**config.mk**
```make
export PLATFORM = sky130hd
export DESIGN_NAME = three_axis_stepper_position_tracker
export DESIGN_NICKNAME = d
export VERILOG_FILES = /design/src/hdl/tspt_pkg.sv /design/src/hdl/tspt_axis.sv /design/src/hdl/three_axis_stepper_position_tracker.sv
export SDC_FILE = /design/constraint.sdc
export NUM_CORES = 2
export LEC_CHECK = 0
export BUFFER_PORTS_ARGS = -buffer_cell sky130_fd_sc_hd__buf_4
export CELL_PAD_IN_SITES_DETAIL_PLACEMENT = 0
export CELL_PAD_IN_SITES_GLOBAL_PLACEMENT = 1
export CORE_ASPECT_RATIO = 1.4
export CORE_MARGIN = 2
export CORE_UTILIZATION = 50
export DETAILED_ROUTE_END_ITERATION = 12
export GPL_TIMING_DRIVEN = 0
export PLACE_DENSITY_LB_ADDON = 0.1
export SLEW_MARGIN = 20
export SYNTH_ARGS = -nofsm -noshare
export SYNTH_HDL_FRONTEND = slang
export SYNTH_SLANG_ARGS = --single-unit
```
**constraint.sdc**
```tcl
create_clock -name clk -period 12.7 [get_ports clk]
set_input_delay 1.27 -clock clk [delete_from_list [all_inputs] [get_ports clk]]
set_output_delay 1.27 -clock clk [all_outputs]
set_load 0.05 [all_outputs]
```
**src/hdl/tspt_pkg.sv**
```systemverilog
`timescale 1ns / 1ps

package tspt_pkg;

	// Field and register widths
	localparam int ANGLE_W    = 32;  // internal angle precision (saturation range)
	localparam int OUT_W      = 32;  // angle result fields
	localparam int DELTA_W    = 24;
	localparam int GAIN_W     = 8;
	localparam int STEP_W     = 16;
	localparam int CFG_IDX_W  = 2;
	localparam int CFG_DATA_W = 16;
	localparam int AXES       = 3;

	// Scaled turn delta: signed delta times unsigned gain
	localparam int SCALED_W = DELTA_W + GAIN_W + 1;
	// Travelled count plus one step
	localparam int CNT_W    = ANGLE_W + 1;
	// Wide enough for every pre-saturation sum
	localparam int WIDE_W   = ((ANGLE_W + 3) > (SCALED_W + 2)) ? (ANGLE_W + 3) : (SCALED_W + 2);

	// Operation codes
	localparam logic OP_TICK = 1'b0;
	localparam logic OP_TURN = 1'b1;

	// Axis codes
	localparam logic [1:0] AXIS_BOTTOM   = 2'd0;
	localparam logic [1:0] AXIS_SIDE     = 2'd1;
	localparam logic [1:0] AXIS_VERTICAL = 2'd2;

	// Register indexes
	localparam logic [CFG_IDX_W-1:0] REG_STEP_BOTTOM   = 2'd0;
	localparam logic [CFG_IDX_W-1:0] REG_STEP_SIDE     = 2'd1;
	localparam logic [CFG_IDX_W-1:0] REG_STEP_VERTICAL = 2'd2;
	localparam logic [CFG_IDX_W-1:0] REG_BOTTOM_GAIN   = 2'd3;

	// Register reset values
	localparam logic [STEP_W-1:0] STEP_BOTTOM_RST   = 16'd144;
	localparam logic [STEP_W-1:0] STEP_SIDE_RST     = 16'd9;
	localparam logic [STEP_W-1:0] STEP_VERTICAL_RST = 16'd288;
	localparam logic [GAIN_W-1:0] BOTTOM_GAIN_RST   = 8'd10;

	// Per-axis command for one word
	typedef struct packed {
		logic turn;
		logic tick;
	} axis_cmd_t;

	// Per-axis status after one word
	typedef struct packed {
		logic started;
		logic moving;
		logic dir;
	} axis_stat_t;

	// Clamp a wide signed sum to the signed angle range
	function automatic logic signed [ANGLE_W-1:0] sat_angle(input logic signed [WIDE_W-1:0] v);
		logic signed [WIDE_W-1:0] hi;
		logic signed [WIDE_W-1:0] lo;
		hi = {{(WIDE_W-ANGLE_W+1){1'b0}}, {(ANGLE_W-1){1'b1}}};
		lo = ~hi;
		if (v > hi) begin
			sat_angle = hi[ANGLE_W-1:0];
		end else if (v < lo) begin
			sat_angle = lo[ANGLE_W-1:0];
		end else begin
			sat_angle = v[ANGLE_W-1:0];
		end
	endfunction

	// Low result bits of an angle, sign extended first
	function automatic logic [OUT_W-1:0] angle_out(input logic signed [ANGLE_W-1:0] a);
		logic signed [WIDE_W-1:0] ext;
		ext = WIDE_W'(a);
		angle_out = ext[OUT_W-1:0];
	endfunction

endpackage

```
**src/hdl/tspt_axis.sv**
```systemverilog
`timescale 1ns / 1ps

module tspt_axis (
	input  logic                                   clk,
	input  logic                                   arst_n,
	input  tspt_pkg::axis_cmd_t                    cmd,
	input  logic signed [tspt_pkg::SCALED_W-1:0]   delta,
	input  logic        [tspt_pkg::STEP_W-1:0]     step,
	output tspt_pkg::axis_stat_t                   stat,
	output logic signed [tspt_pkg::ANGLE_W-1:0]    present
);
	import tspt_pkg::*;

	logic signed [ANGLE_W-1:0] target_q, present_q;
	logic        [ANGLE_W-1:0] remain_q, count_q;
	logic                      dir_q, moving_q, changed_q;

	logic        [CNT_W-1:0]   cnt_sum;
	logic signed [WIDE_W-1:0]  cnt_wide, moved, target_sum;
	logic                      tick_end, attempt, far, start, neg;
	logic signed [ANGLE_W-1:0] tgt_nxt, pres_nxt;
	logic signed [ANGLE_W:0]   diff, st, mag;

	// Step counting and end of move
	assign cnt_sum  = {1'b0, count_q} + CNT_W'(step);
	assign tick_end = cmd.tick && moving_q && ((cnt_sum > {1'b0, remain_q}) || changed_q);
	assign cnt_wide = signed'(WIDE_W'(cnt_sum));
	assign moved    = dir_q ? (WIDE_W'(present_q) - cnt_wide) : (WIDE_W'(present_q) + cnt_wide);

	// Target and present after this word
	assign target_sum = WIDE_W'(target_q) + WIDE_W'(delta);
	assign tgt_nxt    = cmd.turn ? sat_angle(target_sum) : target_q;
	assign pres_nxt   = tick_end ? sat_angle(moved) : present_q;

	// Start check: more than one step away
	assign attempt = (cmd.turn && !moving_q) || tick_end;
	assign diff    = (ANGLE_W + 1)'(tgt_nxt) - (ANGLE_W + 1)'(pres_nxt);
	assign st      = signed'((ANGLE_W + 1)'(step));
	assign far     = (diff > st) || (diff < -st);
	assign start   = attempt && far;
	assign neg     = diff[ANGLE_W];
	assign mag     = neg ? -diff : diff;

	// State update
	always_ff @(posedge clk or negedge arst_n) begin
		if (!arst_n) begin
			target_q  <= '0;
			present_q <= '0;
			remain_q  <= '0;
			count_q   <= '0;
			dir_q     <= 1'b0;
			moving_q  <= 1'b0;
			changed_q <= 1'b0;
		end else begin
			target_q  <= tgt_nxt;
			present_q <= pres_nxt;
			if (start) begin
				dir_q    <= neg;
				remain_q <= mag[ANGLE_W-1:0];
			end
			if (start || tick_end) begin
				count_q <= '0;
			end else if (cmd.tick && moving_q) begin
				count_q <= cnt_sum[ANGLE_W-1:0];
			end
			if (start) begin
				moving_q <= 1'b1;
			end else if (tick_end) begin
				moving_q <= 1'b0;
			end
			if (start) begin
				changed_q <= 1'b0;
			end else if (cmd.turn || tick_end) begin
				changed_q <= 1'b1;
			end
		end
	end

	// Status as it stands after this word
	assign stat.started = start && cmd.turn;
	assign stat.moving  = start ? 1'b1 : (tick_end ? 1'b0 : moving_q);
	assign stat.dir     = start ? neg : dir_q;
	assign present      = pres_nxt;

endmodule

```
**src/hdl/three_axis_stepper_position_tracker.sv**
```systemverilog
`timescale 1ns / 1ps

// Channel  Handshake                Word
// in       in_valid / in_stall      op, axis_sel, angle_delta
// out      out_valid / out_stall    move_started, busy_mask, dir_mask, angle_bottom,
//                                   angle_side, angle_vertical
// cfg      cfg_valid / cfg_ready    cfg_index, cfg_data
//
// One word per cycle while in_stall is low.
// The bottom gain multiply sits ahead of the input register; axis updates sit between
// the input register and the result register.
// arst_n clears all angles, moves and marks and loads the register reset values.
// An input word is taken while a result waits, as long as the result register can
// drain; in_stall rises only while a result is held and the input register is full.

module three_axis_stepper_position_tracker (
	input  logic                                 clk,
	input  logic                                 arst_n,
	input  logic                                 in_valid,
	output logic                                 in_stall,
	input  logic                                 op,
	input  logic [1:0]                           axis_sel,
	input  logic signed [tspt_pkg::DELTA_W-1:0]  angle_delta,
	output logic                                 out_valid,
	input  logic                                 out_stall,
	output logic                                 move_started,
	output logic [tspt_pkg::AXES-1:0]            busy_mask,
	output logic [tspt_pkg::AXES-1:0]            dir_mask,
	output logic signed [tspt_pkg::OUT_W-1:0]    angle_bottom,
	output logic signed [tspt_pkg::OUT_W-1:0]    angle_side,
	output logic signed [tspt_pkg::OUT_W-1:0]    angle_vertical,
	input  logic                                 cfg_valid,
	output logic                                 cfg_ready,
	input  logic [tspt_pkg::CFG_IDX_W-1:0]       cfg_index,
	input  logic [tspt_pkg::CFG_DATA_W-1:0]      cfg_data
);
	import tspt_pkg::*;

	logic [STEP_W-1:0] step_bottom_q, step_side_q, step_vert_q;
	logic [GAIN_W-1:0] gain_q;

	logic                       valid_s1, op_s1;
	logic [1:0]                 axis_s1;
	logic signed [SCALED_W-1:0] delta_s1;
	logic signed [SCALED_W-1:0] scaled, delta_ext;

	logic       out_free, fire;
	axis_cmd_t  cmd   [AXES];
	axis_stat_t stat  [AXES];
	logic signed [ANGLE_W-1:0] present [AXES];

	// Configuration registers, always ready
	assign cfg_ready = 1'b1;

	always_ff @(posedge clk or negedge arst_n) begin
		if (!arst_n) begin
			step_bottom_q <= STEP_BOTTOM_RST;
			step_side_q   <= STEP_SIDE_RST;
			step_vert_q   <= STEP_VERTICAL_RST;
			gain_q        <= BOTTOM_GAIN_RST;
		end else if (cfg_valid && cfg_ready) begin
			unique case (cfg_index)
				REG_STEP_BOTTOM:   step_bottom_q <= cfg_data;
				REG_STEP_SIDE:     step_side_q   <= cfg_data;
				REG_STEP_VERTICAL: step_vert_q   <= cfg_data;
				REG_BOTTOM_GAIN:   gain_q        <= cfg_data[GAIN_W-1:0];
			endcase
		end
	end

	// Flow control
	assign out_free = !out_valid || !out_stall;
	assign fire     = valid_s1 && out_free;
	assign in_stall = valid_s1 && !out_free;

	// Bottom deltas are scaled on the way in
	assign delta_ext = SCALED_W'(angle_delta);
	assign scaled    = (axis_sel == AXIS_BOTTOM)
		? (delta_ext * SCALED_W'($signed({1'b0, gain_q}))) : delta_ext;

	// Input register
	always_ff @(posedge clk or negedge arst_n) begin
		if (!arst_n) begin
			valid_s1 <= 1'b0;
		end else if (!in_stall) begin
			valid_s1 <= in_valid;
		end
	end

	always_ff @(posedge clk) begin
		if (in_valid && !in_stall) begin
			op_s1    <= op;
			axis_s1  <= axis_sel;
			delta_s1 <= scaled;
		end
	end

	// Axis units
	for (genvar a = 0; a < AXES; a++) begin : g_axis
		logic [STEP_W-1:0] step_sel;

		assign step_sel = (a == 0) ? step_bottom_q : ((a == 1) ? step_side_q : step_vert_q);
		assign cmd[a].turn = fire && (op_s1 == OP_TURN) && (axis_s1 == 2'(a));
		assign cmd[a].tick = fire && (op_s1 == OP_TICK);

		tspt_axis u_axis (
			.clk     (clk),
			.arst_n  (arst_n),
			.cmd     (cmd[a]),
			.delta   (delta_s1),
			.step    (step_sel),
			.stat    (stat[a]),
			.present (present[a])
		);
	end

	// Result register
	always_ff @(posedge clk or negedge arst_n) begin
		if (!arst_n) begin
			out_valid <= 1'b0;
		end else if (out_free) begin
			out_valid <= fire;
		end
	end

	always_ff @(posedge clk) begin
		if (fire) begin
			move_started   <= stat[0].started | stat[1].started | stat[2].started;
			busy_mask      <= {stat[2].moving, stat[1].moving, stat[0].moving};
			dir_mask       <= {stat[2].dir, stat[1].dir, stat[0].dir};
			angle_bottom   <= angle_out(present[0]);
			angle_side     <= angle_out(present[1]);
			angle_vertical <= angle_out(present[2]);
		end
	end

endmodule

```
==> impl_metrics.tcl <==
set metrics [dict create \
    worst-endpoint-required_ps 13130 \
    cts_tree "built" \
    maxCapViolations 0 \
    syn_inst 6695 \
    viasPerCell 6.08 \
    core-area_mm2 0.118 \
    grtUsageTotal_pct 32.1 \
    finClkSkew_ps 39.7 \
    grt_max_degree 95 \
    synth-warning-count 0 \
    numCtsBuffers 70 \
    postRouteAntennaNets 0 \
    clk_latency_ps 700 \
    io_pins 156 \
    yosysSeqAreaShare_pct 26.1 \
    wl_mm 196 \
    cp_max_fo 10 \
    final-setup-viol-count 0 \
    worstSetupPathType "flop to flop" \
    cp-start-kind "flop" \
    reg2reg_depth 48 \
    fin_crit_ps 12300 \
    path_clk_slew_ps 60 \
    worstPathArrival_ps 12730 \
    postCtsHoldBufs 0 \
    netlist_area_mm2 0.0593 \
    root_buffer "clkbuf_16" \
    die_h_um 412 \
    cp_common_cell "a21o_1" \
    grt_antenna_before_repair 4 \
    drc_errors 0 \
    synth_area_leader_cell "dfrtp_1" \
    wl_per_cell_um 22.8 \
    layout-drive-gt1-share_pct 9.58 \
    first_pass_iters 6 \
    dpl.hpwl_mm 158 \
    h-tree-depth 3 \
    synth_commonest_cells "ha_1, inv_1, a21oi_1, nand2_1, dfrtp_1" \
    yosysUniqueCellTypes 110 \
    hold_class "input pin to async pin" \
    nets 7840 \
    port_buffers 149 \
    die-area_mm2 0.121 \
    synthTopCellsByArea "dfrtp_1, ha_1, edfxtp_1" \
    timing.fmax_ghz 0.0813 \
    synth_ff_type "dfrtp_1" \
    utilization_pct 56.3 \
    grt_pass1_wl_mm 300 \
    yosys.area.top_type_share_pct 18.7 \
    finalHoldViolCount 0 \
    endpoint_kind "flop" \
    async_reset_ff_share_pct 76.4 \
    syn_to_final_growth_pct 11.9 \
    gr-total-overflow 0 \
    gp_congestion 0.933 \
    outcome "finished clean" \
    slowest_delay_ps 570 \
    critPathSlowestCell "or4_4" \
    post-synth-top-count-cell "ha_1" \
    via_count 52343 \
    avgSynthCellArea_um2 8.86 \
    grt_pass1_vias 52022 \
    slew_violations 0 \
    synth_edf_count 139 \
    tightest_slew_ps 1160 \
    syn-num-nets 7568 \
    cts.sinks 590 \
    die_x_um 295 \
    drtIter0Drc 3084 \
    cts_buffer_depth 3 \
    period_share_pct 96.8 \
    slew_headroom_pct 22.5 \
    rows 149 \
    initial_core_util_pct 50.3 \
    ys_ff_latch 590 \
]
registers in the layout (all words and copies together) (netlist names), 2 cells and up:
register,cells
angle_side,32
delta_s1,33
g_axis.u_axis.remain_q,96
angle_bottom,32
g_axis.step_sel,48
g_axis.u_axis.target_q,96
g_axis.u_axis.present_q,96
dir_mask,3
angle_vertical,32
axis_s1,2
busy_mask,3
g_axis.u_axis.moving_q,3
g_axis.u_axis.changed_q,3
gain_q,8
g_axis.u_axis.count_q,96
g_axis.u_axis.dir_q,3
routing by layer:
layer  up-vias  track usage [%]  share of wire, %
met4         4             21.0               7.4
li1      25091                -                 -
met1     25571             37.2                40
met3       428             3.05               3.6
met2      1249             56.2                49
met5         -                0             0.011
layout make-up:
cell class	count	area, µm²
timing repair buffer	203	1680
sequential	590	15500
tap	1585	1980
buffer	243	1110
fill	11023	51500
multi-input combinational	5330	41800
antenna	4	10.0
inverter	529	1990
clock buffer	87	1910
clock inverter	41	432
per-stage QoR:
step           hold slack, ps  setup TNS, ps  setup slack (ps)  cells  cell area, µm²
3_3_place_gp              454        -484080             -3000   8429           62400
2_1_floorplan             449              0              1280   6695           59300
3_5_place_dp              478        -302390             -1910   8439           62700
4_1_cts                   434              0              5.67   8577           65600
5_1_grt                   474          -2690              -158   8608           66400
6_report                  458              0               404   8612           66400
cell families (layout without fill, tap and decap cells):
logic type | Yosys count | in the layout | share of synthesized area (%)
buffers and inverters | 775 | 1103 | 5.14
other | 1 | 5 | 0.00632
adders and majority gates | 824 | 824 | 19.4
DFF | 590 | 590 | 26.1
muxes | 118 | 118 | 2.09
and+or+nand+nor | 1852 | 1852 | 15.7
xor gates and xnor gates | 552 | 552 | 8.16
AOI/OAI and AO/OA | 1983 | 1983 | 23.4
worst max-delay path: cells and delay by family (launching register included):
kind            cells  cell delay [ps]
compound gates     26             5450
fa+ha+maj           6             2070
mux                 1              390
flops               1              480
buf+inv             2              220
xor+xnor            3              660
simple gates       10             2750
repair_timing:
action	CTS	global route
resized for setup	96	104
pin swaps	11	33
endpoints found under the setup margin	208	208
buffers inserted	11	33
placed cells by master, fill, tap and decap left out, drive strengths merged, types with 218 or more instances in the layout:
cell and instances:
a21o 218, a21oi 474, buf 264, clkbuf 269, dfrtp 443, ha 661
inv 536, nand2 465, nor2 435, o21ai 306, xnor2 416
path summary, 6_finish.rpt:
check	slack (ps)	to	startpoint
max	400	dir_mask[2]	g_axis[2].step_sel[0]
min	460	g_axis[2].u_axis.present_q[23]	arst_n
max reg2reg	400	dir_mask[2]	g_axis[2].step_sel[0]
min reg2reg	480	g_axis[0].u_axis.remain_q[2]	g_axis[0].u_axis.remain_q[2]
max in group asynchronous	10880	g_axis[1].u_axis.count_q[16]	arst_n
min in group clk	480	g_axis[0].u_axis.remain_q[2]	g_axis[0].u_axis.remain_q[2]
Power is not shown: default switching activity piles up to over one toggle a cycle in this logic, so the estimate is an artifact.
